[config.mk]
export PLATFORM = sky130hd
export DESIGN_NAME = fifo_queue_with_peek_and_dump
export DESIGN_NICKNAME = d
export VERILOG_FILES = /design/src/design/fqpd_pkg.sv /design/src/design/fifo_queue_with_peek_and_dump.sv /design/src/design/fqpd_dp.sv /design/src/design/fqpd_ctrl.sv
export SDC_FILE = /design/constraint.sdc
export NUM_CORES = 1
export LEC_CHECK = 0
export BUFFER_PORTS_ARGS = -buffer_cell sky130_fd_sc_hd__buf_4
export CORE_MARGIN = 1
export CORE_UTILIZATION = 25
export CTS_CLUSTER_DIAMETER = 150
export CTS_CLUSTER_SIZE = 28
export DETAILED_ROUTE_END_ITERATION = 8
export HOLD_SLACK_MARGIN = 0.12
export PLACE_DENSITY = 0.43
export SLEW_MARGIN = 20
export SYNTH_ARGS = -nofsm -noshare
export SYNTH_HDL_FRONTEND = slang
export SYNTH_SLANG_ARGS = --single-unit
[constraint.sdc]
create_clock -name clk -period 5.25 [get_ports clk]
set_input_delay 1.05 -clock clk [delete_from_list [all_inputs] [get_ports clk]]
set_output_delay 1.05 -clock clk [all_outputs]
set_load 0.03 [all_outputs]
[src/design/fqpd_pkg.sv]
// Package for the FIFO queue with peek and dump.
// Request/result types, command and status codes, controller states and
// the controller-to-datapath command and status structs. No dependencies.
package fqpd_pkg;

    localparam int WordWidth = 32;

    // Command codes carried in request.command
    localparam logic [2:0] CMD_ENQUEUE = 3'd0;
    localparam logic [2:0] CMD_DEQUEUE = 3'd1;
    localparam logic [2:0] CMD_PRINT   = 3'd2;
    localparam logic [2:0] CMD_SIZE    = 3'd3;
    localparam logic [2:0] CMD_EMPTY   = 3'd4;
    localparam logic [2:0] CMD_FRONT   = 3'd5;
    localparam logic [2:0] CMD_BACK    = 3'd6;

    // Status codes carried in result.status
    localparam logic [1:0] STATUS_OK    = 2'd0;
    localparam logic [1:0] STATUS_EMPTY = 2'd1;
    localparam logic [1:0] STATUS_FULL  = 2'd2;

    typedef struct packed {
        logic [2:0]                  command;
        logic signed [WordWidth-1:0] push_value;
    } request_t;

    typedef struct packed {
        logic signed [WordWidth-1:0] result_value;
        logic [1:0]                  status;
        logic                        last;
    } result_t;

    typedef enum logic [2:0] {
        S_IDLE,
        S_READ,
        S_OUT,
        S_PRINT_READ,
        S_PRINT_OUT
    } state_t;

    // Read address select for the entry memory
    typedef enum logic [1:0] {
        RD_HEAD,
        RD_BACK,
        RD_PRINT_NEXT
    } rd_sel_t;

    // Source of the value loaded into the result register
    typedef enum logic [2:0] {
        SRC_MEM,
        SRC_FULL,
        SRC_EMPTY_NEG,
        SRC_PRINT_EMPTY,
        SRC_SIZE,
        SRC_EMPTY_FLAG
    } out_src_t;

    typedef struct packed {
        logic     push;
        logic     pop;
        logic     mem_rd;
        rd_sel_t  rd_sel;
        logic     print_start;
        logic     print_step;
        logic     ld_out;
        out_src_t out_src;
        logic     out_last;
    } dp_cmd_t;

    typedef struct packed {
        logic is_empty;
        logic is_full;
        logic print_final;
    } dp_stat_t;

endpackage

[src/design/fifo_queue_with_peek_and_dump.sv]
// FIFO queue of signed 32-bit words with peek, size and dump; top level.
// Enqueue gives a result only if the queue is full; size, empty and
// full/empty status results are valid the cycle after the request;
// dequeue/front/back/print words: registered memory read, then result reg.
// One request at a time: the next is taken the cycle after the final result.
// Async reset empties the queue; stored words are not cleared. Uses fqpd_pkg.
module fifo_queue_with_peek_and_dump #(
    parameter int DEPTH = 16
) (
    input  logic               clk,
    input  logic               rst_n,
    // request channel
    input  logic               request_valid,
    output logic               request_stall,
    input  fqpd_pkg::request_t request,
    // result channel
    output logic               result_valid,
    input  logic               result_stall,
    output fqpd_pkg::result_t  result
);

    // Controller to datapath: one command word per cycle, status back.
    fqpd_pkg::dp_cmd_t  dp_cmd;
    fqpd_pkg::dp_stat_t dp_stat;

    // The controller holds request_stall high in every state but idle, so a
    // request is decoded against the queue state left by the previous one.
    fqpd_ctrl u_ctrl (
        .clk           (clk),
        .rst_n         (rst_n),
        .request_valid (request_valid),
        .command       (request.command),
        .request_stall (request_stall),
        .result_valid  (result_valid),
        .result_stall  (result_stall),
        .stat          (dp_stat),
        .cmd           (dp_cmd)
    );

    // Ring buffer and result register. The result register holds its value
    // while stalled; print walks the ring from head for the stored count.
    fqpd_dp #(
        .DEPTH (DEPTH)
    ) u_dp (
        .clk        (clk),
        .rst_n      (rst_n),
        .cmd        (dp_cmd),
        .push_value (request.push_value),
        .stat       (dp_stat),
        .result     (result)
    );

endmodule

[src/design/fqpd_dp.sv]
// Datapath: entry memory, ring pointers, fill count, print cursor and the
// result register. Driven by fqpd_ctrl through fqpd_pkg::dp_cmd_t.
// Depends on fqpd_pkg.
module fqpd_dp #(
    parameter int DEPTH = 16
) (
    input  logic                                  clk,
    input  logic                                  rst_n,
    input  fqpd_pkg::dp_cmd_t                     cmd,
    input  logic signed [fqpd_pkg::WordWidth-1:0] push_value,
    output fqpd_pkg::dp_stat_t                    stat,
    output fqpd_pkg::result_t                     result
);

    localparam int AW = (DEPTH > 1) ? $clog2(DEPTH) : 1;
    localparam int CW = $clog2(DEPTH + 1);
    localparam int WW = fqpd_pkg::WordWidth;

    logic [WW-1:0] mem [DEPTH];

    logic [AW-1:0] head_reg, head_next;
    logic [AW-1:0] tail_reg, tail_next;
    logic [CW-1:0] count_reg, count_next;
    logic [AW-1:0] pidx_reg, pidx_next;
    logic [CW-1:0] prem_reg, prem_next;
    logic [WW-1:0] rdata_reg;
    fqpd_pkg::result_t out_reg, out_next;
    logic [AW-1:0] raddr;

    function automatic logic [AW-1:0] ring_next(input logic [AW-1:0] p);
        return (p == AW'(DEPTH - 1)) ? '0 : p + 1'b1;
    endfunction

    function automatic logic [AW-1:0] ring_prev(input logic [AW-1:0] p);
        return (p == '0) ? AW'(DEPTH - 1) : p - 1'b1;
    endfunction

    assign stat.is_empty    = (count_reg == '0);
    assign stat.is_full     = (count_reg == CW'(DEPTH));
    assign stat.print_final = (prem_reg == CW'(1));

    always_comb
    begin
        case (cmd.rd_sel)
            fqpd_pkg::RD_HEAD:       raddr = head_reg;
            fqpd_pkg::RD_BACK:       raddr = ring_prev(tail_reg);
            fqpd_pkg::RD_PRINT_NEXT: raddr = ring_next(pidx_reg);
            default:                 raddr = head_reg;
        endcase
    end

    always_comb
    begin
        head_next  = cmd.pop  ? ring_next(head_reg) : head_reg;
        tail_next  = cmd.push ? ring_next(tail_reg) : tail_reg;
        count_next = count_reg;
        if (cmd.push)
        begin
            count_next = count_reg + 1'b1;
        end
        else if (cmd.pop)
        begin
            count_next = count_reg - 1'b1;
        end
        pidx_next = pidx_reg;
        prem_next = prem_reg;
        if (cmd.print_start)
        begin
            pidx_next = head_reg;
            prem_next = count_reg;
        end
        else if (cmd.print_step)
        begin
            pidx_next = ring_next(pidx_reg);
            prem_next = prem_reg - 1'b1;
        end
    end

    always_comb
    begin
        out_next = out_reg;
        if (cmd.ld_out)
        begin
            out_next.last = cmd.out_last;
            case (cmd.out_src)
                fqpd_pkg::SRC_MEM:
                begin
                    out_next.result_value = rdata_reg;
                    out_next.status       = fqpd_pkg::STATUS_OK;
                end
                fqpd_pkg::SRC_FULL:
                begin
                    out_next.result_value = '0;
                    out_next.status       = fqpd_pkg::STATUS_FULL;
                end
                fqpd_pkg::SRC_EMPTY_NEG:
                begin
                    out_next.result_value = '1;
                    out_next.status       = fqpd_pkg::STATUS_EMPTY;
                end
                fqpd_pkg::SRC_PRINT_EMPTY:
                begin
                    out_next.result_value = '0;
                    out_next.status       = fqpd_pkg::STATUS_EMPTY;
                end
                fqpd_pkg::SRC_SIZE:
                begin
                    out_next.result_value = WW'(count_reg);
                    out_next.status       = fqpd_pkg::STATUS_OK;
                end
                fqpd_pkg::SRC_EMPTY_FLAG:
                begin
                    out_next.result_value = WW'(stat.is_empty);
                    out_next.status       = fqpd_pkg::STATUS_OK;
                end
                default:
                begin
                    out_next.result_value = '0;
                    out_next.status       = fqpd_pkg::STATUS_OK;
                end
            endcase
        end
    end

    always_ff @(posedge clk or negedge rst_n)
    begin
        if (!rst_n)
        begin
            head_reg  <= '0;
            tail_reg  <= '0;
            count_reg <= '0;
            pidx_reg  <= '0;
            prem_reg  <= '0;
        end
        else
        begin
            head_reg  <= head_next;
            tail_reg  <= tail_next;
            count_reg <= count_next;
            pidx_reg  <= pidx_next;
            prem_reg  <= prem_next;
        end
    end

    // Payload registers, no reset
    always_ff @(posedge clk)
    begin
        out_reg <= out_next;
    end

    always_ff @(posedge clk)
    begin
        if (cmd.push)
        begin
            mem[tail_reg] <= push_value;
        end
    end

    always_ff @(posedge clk)
    begin
        if (cmd.mem_rd)
        begin
            rdata_reg <= mem[raddr];
        end
    end

    assign result = out_reg;

endmodule

[src/design/fqpd_ctrl.sv]
// Controller: request decode and sequencing of reads and the print stream.
// Drives fqpd_dp through fqpd_pkg::dp_cmd_t. Depends on fqpd_pkg.
module fqpd_ctrl (
    input  logic                clk,
    input  logic                rst_n,
    input  logic                request_valid,
    input  logic [2:0]          command,
    output logic                request_stall,
    output logic                result_valid,
    input  logic                result_stall,
    input  fqpd_pkg::dp_stat_t  stat,
    output fqpd_pkg::dp_cmd_t   cmd
);

    fqpd_pkg::state_t state_reg, state_next;

    always_ff @(posedge clk or negedge rst_n)
    begin
        if (!rst_n)
        begin
            state_reg <= fqpd_pkg::S_IDLE;
        end
        else
        begin
            state_reg <= state_next;
        end
    end

    always_comb
    begin
        state_next    = state_reg;
        request_stall = 1'b1;
        result_valid  = 1'b0;
        cmd           = '0;
        cmd.rd_sel    = fqpd_pkg::RD_HEAD;
        cmd.out_src   = fqpd_pkg::SRC_MEM;
        case (state_reg)
            fqpd_pkg::S_IDLE:
            begin
                request_stall = 1'b0;
                if (request_valid)
                begin
                    cmd.out_last = 1'b1;
                    case (command)
                        fqpd_pkg::CMD_ENQUEUE:
                        begin
                            if (stat.is_full)
                            begin
                                cmd.ld_out  = 1'b1;
                                cmd.out_src = fqpd_pkg::SRC_FULL;
                                state_next  = fqpd_pkg::S_OUT;
                            end
                            else
                            begin
                                cmd.push = 1'b1;
                            end
                        end
                        fqpd_pkg::CMD_DEQUEUE,
                        fqpd_pkg::CMD_FRONT,
                        fqpd_pkg::CMD_BACK:
                        begin
                            if (stat.is_empty)
                            begin
                                cmd.ld_out  = 1'b1;
                                cmd.out_src = fqpd_pkg::SRC_EMPTY_NEG;
                                state_next  = fqpd_pkg::S_OUT;
                            end
                            else
                            begin
                                cmd.mem_rd = 1'b1;
                                cmd.pop    = (command == fqpd_pkg::CMD_DEQUEUE);
                                cmd.rd_sel = (command == fqpd_pkg::CMD_BACK) ?
                                             fqpd_pkg::RD_BACK : fqpd_pkg::RD_HEAD;
                                state_next = fqpd_pkg::S_READ;
                            end
                        end
                        fqpd_pkg::CMD_PRINT:
                        begin
                            if (stat.is_empty)
                            begin
                                cmd.ld_out  = 1'b1;
                                cmd.out_src = fqpd_pkg::SRC_PRINT_EMPTY;
                                state_next  = fqpd_pkg::S_OUT;
                            end
                            else
                            begin
                                cmd.mem_rd      = 1'b1;
                                cmd.print_start = 1'b1;
                                state_next      = fqpd_pkg::S_PRINT_READ;
                            end
                        end
                        fqpd_pkg::CMD_SIZE:
                        begin
                            cmd.ld_out  = 1'b1;
                            cmd.out_src = fqpd_pkg::SRC_SIZE;
                            state_next  = fqpd_pkg::S_OUT;
                        end
                        fqpd_pkg::CMD_EMPTY:
                        begin
                            cmd.ld_out  = 1'b1;
                            cmd.out_src = fqpd_pkg::SRC_EMPTY_FLAG;
                            state_next  = fqpd_pkg::S_OUT;
                        end
                        default:
                        begin
                            // unused code: dropped
                            state_next = fqpd_pkg::S_IDLE;
                        end
                    endcase
                end
            end
            fqpd_pkg::S_READ:
            begin
                cmd.ld_out   = 1'b1;
                cmd.out_last = 1'b1;
                state_next   = fqpd_pkg::S_OUT;
            end
            fqpd_pkg::S_OUT:
            begin
                result_valid = 1'b1;
                if (!result_stall)
                begin
                    state_next = fqpd_pkg::S_IDLE;
                end
            end
            fqpd_pkg::S_PRINT_READ:
            begin
                cmd.ld_out   = 1'b1;
                cmd.out_last = stat.print_final;
                state_next   = fqpd_pkg::S_PRINT_OUT;
            end
            fqpd_pkg::S_PRINT_OUT:
            begin
                result_valid = 1'b1;
                if (!result_stall)
                begin
                    if (stat.print_final)
                    begin
                        state_next = fqpd_pkg::S_IDLE;
                    end
                    else
                    begin
                        cmd.mem_rd     = 1'b1;
                        cmd.rd_sel     = fqpd_pkg::RD_PRINT_NEXT;
                        cmd.print_step = 1'b1;
                        state_next     = fqpd_pkg::S_PRINT_READ;
                    end
                end
            end
            default:
            begin
                state_next = fqpd_pkg::S_IDLE;
            end
        endcase
    end

endmodule
==> flow_summary.json, run 1 <==
{
  "hold_buffers": 0,
  "initial_utilization_pct": 25.3,
  "dpl-instance-area_mm2": 0.0268,
  "async_reset_ff_share_pct": 4.14,
  "coreArea_mm2": 0.0969,
  "rr_startpoint": "u_dp.prem_reg[1]$_DFFE_PN0P_",
  "syn_nets": 1476,
  "grt_pass1_wl_um": 88900,
  "startpoint_type": "flip-flop",
  "yosysTopAreaCell": "edfxtp_1",
  "clock_sinks": 604,
  "clk-insertion-delay-late_ps": 610,
  "finalHoldViolCount": 0,
  "final_area_mm2": 0.0275,
  "overflow": 0,
  "ios": 76,
  "cts_tree": "done",
  "rrSetupSlack_ps": 1190,
  "nFillCells": 9567,
  "period_needed_ps": 4060,
  "critPathKind": "reg2reg",
  "fin_nets": 1536,
  "drt_iter0_markers": 868,
  "crit_fanout": 52,
  "htree_levels": 1,
  "min_period_over_period_pct": 77.3,
  "die_x_um": 315,
  "syn2layout_area_growth_pct": 12.6,
  "syn_inst": 1422,
  "ys_seq_area_share_pct": 73.6,
  "r2r_cells": 13,
  "synth_top_area_share_pct": 71.1,
  "fin_setup_tns_ps": 0,
  "cts.repair.resized": 0,
  "yosys_register_bits": 604,
  "rows": 114,
  "antenna_left": 0,
  "multiInputGateArea_mm2": 0.00611,
  "gp_congestion": 0.732,
  "port_buffers": 75,
  "drive_gt1_share_pct": 16.4,
  "grtUsageTotal_pct": 12.3,
  "dr.pass1.iters": 9,
  "status": "finished, violations left",
  "fin_worst_skew_ps": 19.0,
  "power_leakage_uw": 0.00907,
  "violations": "DRC",
  "vias": 12400,
  "synth_cell_types": 65,
  "end_kind": "flip-flop",
  "wl_um": 61600,
  "tightest_slew_ps": 1080,
  "synth_edf_count": 579,
  "seq_area_mm2": 0.0180,
  "dieArea_mm2": 0.0991,
  "crit_end": "u_dp.rdata_reg[24]$_DFFE_PP_",
  "max_freq_mhz": 247,
  "post_cts_buffers": 0,
  "antenna_found_initial": 4,
  "clk_path_buf_depth": 3,
  "synthTopCellsByArea": "edfxtp_1 (71%), mux2i_1 (10%), mux2_2 (3.1%), dfrtp_1 (2.6%), a21oi_1 (1.4%)",
  "drv_slew": 0,
  "crit_required_ps": 5600,
  "critPathLaunch": "u_dp.prem_reg[1]$_DFFE_PN0P_",
  "r2r-end": "u_dp.rdata_reg[24]$_DFFE_PP_",
  "dpl.hpwl_um": 31900,
  "ys_warn_count": 0,
  "arrival_ps": 4410,
  "ys.flop_type": "edfxtp_1",
  "wl_per_cell_um": 22.3,
  "rsz0062_at_grt": "false",
  "drv_cap": 0,
  "root_buffer": "clkbuf_16",
  "pwr_density_cell_mw_per_mm2": 465,
  "cts_inserted_buffers": 25,
  "setup_viol": 0,
  "path_clk_slew_ps": 120,
  "via_per_inst": 4.48,
  "grt_pass1_vias": 12300,
  "slew_headroom_pct": 27.9,
  "fp.dieH_um": 315,
  "largest_reg_flops": 512,
  "syn-cell-area_mm2": 0.0245,
  "avgSynthCellArea_um2": 17.2,
  "hold_path.class": "in2async",
  "drc": 36,
  "grt_max_degree": 79,
  "irDropWorstVdd_uv": 278
}
[logic make-up after synthesis]
logic type / after synthesis / share of synthesized area [%]
compound gates: 211 / 6.07
xor+xnor: 10 / 0.358
fa+ha+maj: 15 / 0.798
buf+inv: 89 / 2.11
flops: 604 / 73.6
mux: 323 / 13.6
simple gates: 170 / 3.41
[where the power goes]
group / internal [uW] / leakage [uW] / switching [uW] / total [uW]
logic: 1890 / 0.00319 / 2560 / 4450
clock network: 940 / 0.000341 / 1440 / 2380
registers: 5710 / 0.00554 / 250 / 5960
[cells in the mapped netlist (6+ instances only)]
cell type,number
o21ai_0,12
buf_2,29
edfxtp_1,579
mux2i_1,253
nand2b_1,7
xnor2_1,7
a21o_1,31
nand2_1,30
buf_4,29
dfrtp_1,25
nor2_1,91
mux2_2,68
ha_1,14
a221o_1,8
nor3_1,6
a22oi_1,33
clkbuf_1,11
inv_1,12
a21oi_1,70
o221ai_1,31
[worst min-delay path by stage]
stage                                  from                            end  slack, ps  cells after the start
2_1_floorplan  u_dp.head_reg[3]$_DFFE_PN0P_   u_dp.head_reg[3]$_DFFE_PN0P_        490                      1
3_3_place_gp   u_dp.rdata_reg[28]$_DFFE_PP_      u_dp.result[31]$_DFFE_PP_        510                      1
3_5_place_dp   u_dp.rdata_reg[28]$_DFFE_PP_      u_dp.result[31]$_DFFE_PP_        510                      1
4_1_cts                               rst_n  u_dp.count_reg[0]$_DFFE_PN0P_        330                      1
5_1_grt                               rst_n   u_dp.prem_reg[2]$_DFFE_PN0P_        350                      1
6_report                              rst_n   u_dp.tail_reg[1]$_DFFE_PN0P_        350                      1
[area by class of cell]
| type | instances | area share [%] |
|---|---|---|
| diodes | 1 | 0.00909 |
| clock inverters | 3 | 0.173 |
| well taps | 1276 | 5.80 |
| repair buffers | 109 | 3.84 |
| clock buffers | 33 | 2.38 |
| inverters | 13 | 0.177 |
| multi-input cells | 729 | 22.2 |
| flip-flops and latches | 604 | 65.4 |
[through the flow]
| stage | setup slack (ps) | util [%] | total power (uW) | std cells | hold WS (ps) |
|---|---|---|---|---|---|
| 3_5_place_dp | 874 | 27.7 | 10600 | 2731 | 506 |
| 6_report | 1190 | 28.4 | 12800 | 2768 | 350 |
| 5_1_grt | 935 | 28.4 | 13500 | 2767 | 354 |
| 3_3_place_gp | 863 | 27.7 | 10600 | 2731 | 508 |
| 2_1_floorplan | 600 | - | 9330 | 1422 | 486 |
| 4_1_cts | 1180 | 28.4 | 13000 | 2767 | 334 |
[routing by layer]
metal	wire, um	global-route usage (%)	up-vias
met3	1840	1.56	41
met2	28600	19.8	175
met5	29	0	-
met1	30300	18.0	6527
li1	-	-	5665
met4	809	1.73	4
[critical path: stages, from the launching register on]
cell      delay [ps]
dfrtp_1          410
inv_1             80
ha_1             140
or4b_1           480
nand3b_1         120
or3_1            380
ha_1             390
nor2b_1          200
a31oi_4          260
buf_12           240
buf_12           320
mux2_2           380
a21oi_1          190
o221ai_1         130
[placed cells by master (no fill, tap or decap), types with 25 or more instances in the layout]
cell,n
dfrtp_1,25
a21oi_1,70
o221ai_1,31
edfxtp_1,579
buf_4,90
a21o_1,31
nor2_1,79
mux2i_1,253
mux2_2,68
a22oi_1,33
clkbuf_16,25
nand2_1,29
No activity file was read; power rests on OpenSTA's default activity.
==> run 2: changes to the inputs <==
--- a/config.mk
+++ b/config.mk
@@ -5,6 +5,7 @@
 export SDC_FILE = /design/constraint.sdc
 export NUM_CORES = 1
 export LEC_CHECK = 0
+export ABC_AREA = 1
 export BUFFER_PORTS_ARGS = -buffer_cell sky130_fd_sc_hd__buf_4
 export CORE_MARGIN = 1
 export CORE_UTILIZATION = 25
@@ -12,7 +13,7 @@
 export CTS_CLUSTER_SIZE = 28
 export DETAILED_ROUTE_END_ITERATION = 8
 export HOLD_SLACK_MARGIN = 0.12
-export PLACE_DENSITY = 0.43
+export PLACE_DENSITY = 0.44
 export SLEW_MARGIN = 20
 export SYNTH_ARGS = -nofsm -noshare
 export SYNTH_HDL_FRONTEND = slang
==> constraint.sdc (replaced) <==
create_clock -name clk -period 3.39 [get_ports clk]
set_input_delay 0.678 -clock clk [delete_from_list [all_inputs] [get_ports clk]]
set_output_delay 0.678 -clock clk [all_outputs]
set_load 0.03 [all_outputs]
==> flow_summary.json, run 2 <==
{
  "crit_fanout": 41,
  "status": "finished, final reports clean",
  "die_x_um": 328,
  "overflow": 0,
  "r2r-end": "u_dp.rdata_reg[20]$_DFFE_PP_",
  "grtUsageTotal_pct": 13.6,
  "port_buffers": 75,
  "cts_inserted_buffers": 25,
  "drc": 0,
  "wl_per_cell_um": 19.4,
  "arrival_ps": 3500,
  "dpl-instance-area_mm2": 0.0292,
  "irDropWorstVdd_uv": 484,
  "synthTopCellsByArea": "edfxtp_1 (66%), nand3_1 (11%), nand2_1 (7.7%), inv_1 (5.2%), dfrtp_1 (2.4%)",
  "grt_pass1_wl_um": 111000,
  "largest_reg_flops": 512,
  "hold_path.class": "in2reg",
  "rsz0062_at_grt": "false",
  "fin_nets": 2523,
  "fp.dieH_um": 328,
  "max_freq_mhz": 319,
  "finalHoldViolCount": 0,
  "antenna_cells": 0,
  "hold_ws_ps": 359,
  "initial_utilization_pct": 25.2,
  "synth_cell_types": 34,
  "coreArea_mm2": 0.105,
  "clk_path_buf_depth": 3,
  "period_needed_ps": 3130,
  "synth_most_common_cell": "nand3_1",
  "pwr_density_cell_mw_per_mm2": 719,
  "syn2layout_area_growth_pct": 13.3,
  "power.total_uw": 21600,
  "final_cell_mix": "nand3_1 (604), edfxtp_1 (579), nand2_1 (541)",
  "min_period_over_period_pct": 92.4,
  "syn_inst": 2432,
  "synth_top_area_share_pct": 65.6,
  "syn_nets": 2486,
  "hp-start": "request[2]",
  "fin_worst_skew_ps": 22.1,
  "gp_congestion": 0.791,
  "setup_viol": 0,
  "antenna_found_initial": 2,
  "ys.flop_type": "edfxtp_1",
  "slew_headroom_pct": 47.9,
  "dieArea_mm2": 0.107,
  "drt_iter0_markers": 1372,
  "final_area_mm2": 0.0300,
  "wl_um": 75200,
  "ys_seq_area_share_pct": 68.0,
  "avgSynthCellArea_um2": 10.9,
  "rows": 119,
  "met2_usage_pct": 23.6,
  "startpoint_type": "flip-flop",
  "ios": 76,
  "tightest_slew_ps": 780,
  "critPathKind": "reg2reg",
  "cts_tree": "done",
  "end_kind": "flip-flop",
  "grt_util_met1_pct": 18.4,
  "busiest_layer": "met2",
  "clk-insertion-delay-late_ps": 600,
  "drv_slew": 0,
  "async_reset_ff_share_pct": 4.14,
  "syn-cell-area_mm2": 0.0265,
  "htree_levels": 1,
  "grt_max_degree": 123,
  "clock_sinks": 604,
  "via_per_inst": 4.47,
  "instances_no_fill": 3868,
  "yosys_register_bits": 604,
  "power_leakage_uw": 0.0118,
  "rr_startpoint": "u_dp.prem_reg[1]$_DFFE_PN0P_",
  "crit_required_ps": 3760,
  "antenna_left": 0,
  "drv_cap": 0,
  "dr.pass1.iters": 6,
  "vias": 17300,
  "rrSetupSlack_ps": 260,
  "dpl.hpwl_um": 41600,
  "fin_setup_tns_ps": 0,
  "hold_depth": 1,
  "post_cts_buffers": 0,
  "grt_pass1_vias": 17100,
  "layout_commonest_cell": "nand3_1",
  "drive_gt1_share_pct": 8.40,
  "synth_edf_count": 579,
  "root_buffer": "clkbuf_16",
  "grt_util_met3_pct": 1.38,
  "hold_end": "u_dp.mem[0][2]$_DFFE_PP_",
  "yosys-top-cells-count": "nand3_1 (604), edfxtp_1 (579), nand2_1 (543), inv_1 (364), buf_2 (69)",
  "r2r_cells": 17,
  "yosysTopAreaCell": "edfxtp_1",
  "dp.cells": 3830,
  "path_clk_slew_ps": 110,
  "ys_warn_count": 0
}
==> run 2: cell types whose count changed after synthesis, moves of 25 or more <==
cell / previous run / this run
buf_2: 29 / 69
mux2_2: 68 / 0
a22oi_1: 33 / 0
nand3_1: 5 / 604
nand2_1: 30 / 543
clkbuf_1: 11 / 38
buf_4: 29 / 4
o221ai_1: 31 / 3
a21oi_1: 70 / 4
nor2_1: 91 / 27
nand3b_1: 2 / 66
mux2i_1: 253 / 0
inv_1: 12 / 364
a21o_1: 31 / 0
==> run 2: per-layer routing <==
metal	routed length, um	vias up
met5	14	-
met4	1140	2
met3	2990	69
met2	36100	375
met1	34900	8632
li1	-	8220
==> run 2: metrics by stage <==
| stage | worst slack [ps] | util (%) |
|---|---|---|
| 3_5_place_dp | 171 | 27.8 |
| 6_report | 256 | 28.5 |
| 4_1_cts | 177 | 28.5 |
| 2_1_floorplan | 247 | - |
| 5_1_grt | 3.82 | 28.5 |
| 3_3_place_gp | 157 | 27.8 |
==> run 2: repair_timing <==
| action | CTS | global route |
|---|---|---|
| gates resized for setup | 0 | 5 |
| hold buffers | 1 | 0 |
| endpoints found under the setup margin | 0 | 22 |
| endpoints found under the hold margin | 25 | 0 |
==> run 2: report_power, final <==
group / switching, uW / internal [uW]
logic: 5740 / 2880
registers: 421 / 8920
clock network: 2250 / 1380
total: 8410 / 13200
==> run 2: area by class of cell <==
cell class	instances	area, um2
clock buffers	34	659
clock inverters	1	16.3
fillers	10900	75100
inverters	365	1370
multi-input cells	1324	6500
flip-flops and latches	604	18000
well taps	1391	1740
repair buffers	149	1700
==> run 2: cells by family (layout without fill, tap and decap cells) <==
logic type | after synthesis | count (layout) | share of synthesized area (%)
AOI/OAI and AO/OA | 38 | 38 | 0.893
DFF | 604 | 604 | 68.0
adders and majority gates | 15 | 15 | 0.737
buffers and inverters | 504 | 549 | 8.20
xor gates and xnor gates | 10 | 10 | 0.331
and+or+nand+nor | 1261 | 1261 | 21.9
==> run 2: how the worst max path moves through the flow <==
| stage | start | endpoint | depth (start not counted) |
|---|---|---|---|
| global route | u_dp.count_reg[2]$_DFFE_PN0P_ | u_dp.rdata_reg[25]$_DFFE_PP_ | 16 |
| global placement | result_stall | u_dp.rdata_reg[22]$_DFFE_PP_ | 13 |
| finish | u_dp.prem_reg[1]$_DFFE_PN0P_ | u_dp.rdata_reg[20]$_DFFE_PP_ | 17 |
| floorplan | u_ctrl.state_reg[1]$_DFFE_PN0P_ | u_dp.mem[11][0]$_DFFE_PP_ | 7 |
| CTS | u_dp.prem_reg[1]$_DFFE_PN0P_ | u_dp.rdata_reg[17]$_DFFE_PP_ | 16 |
| detailed placement | result_stall | u_dp.rdata_reg[17]$_DFFE_PP_ | 13 |
==> run 2: critical path, stage by stage, from the launching register on <==
cell and delay [ps]:
dfrtp_1 380, inv_1 80, ha_1 180, nand3b_1 80
inv_1 60, nor2_1 110, nand2_1 200, inv_2 180
ha_1 230, nand3_1 170, nand3_4 240, buf_4 240
buf_12 230, nand3_1 100, nand3_1 100, nand3_1 90
nand3_1 130, nand2_1 70
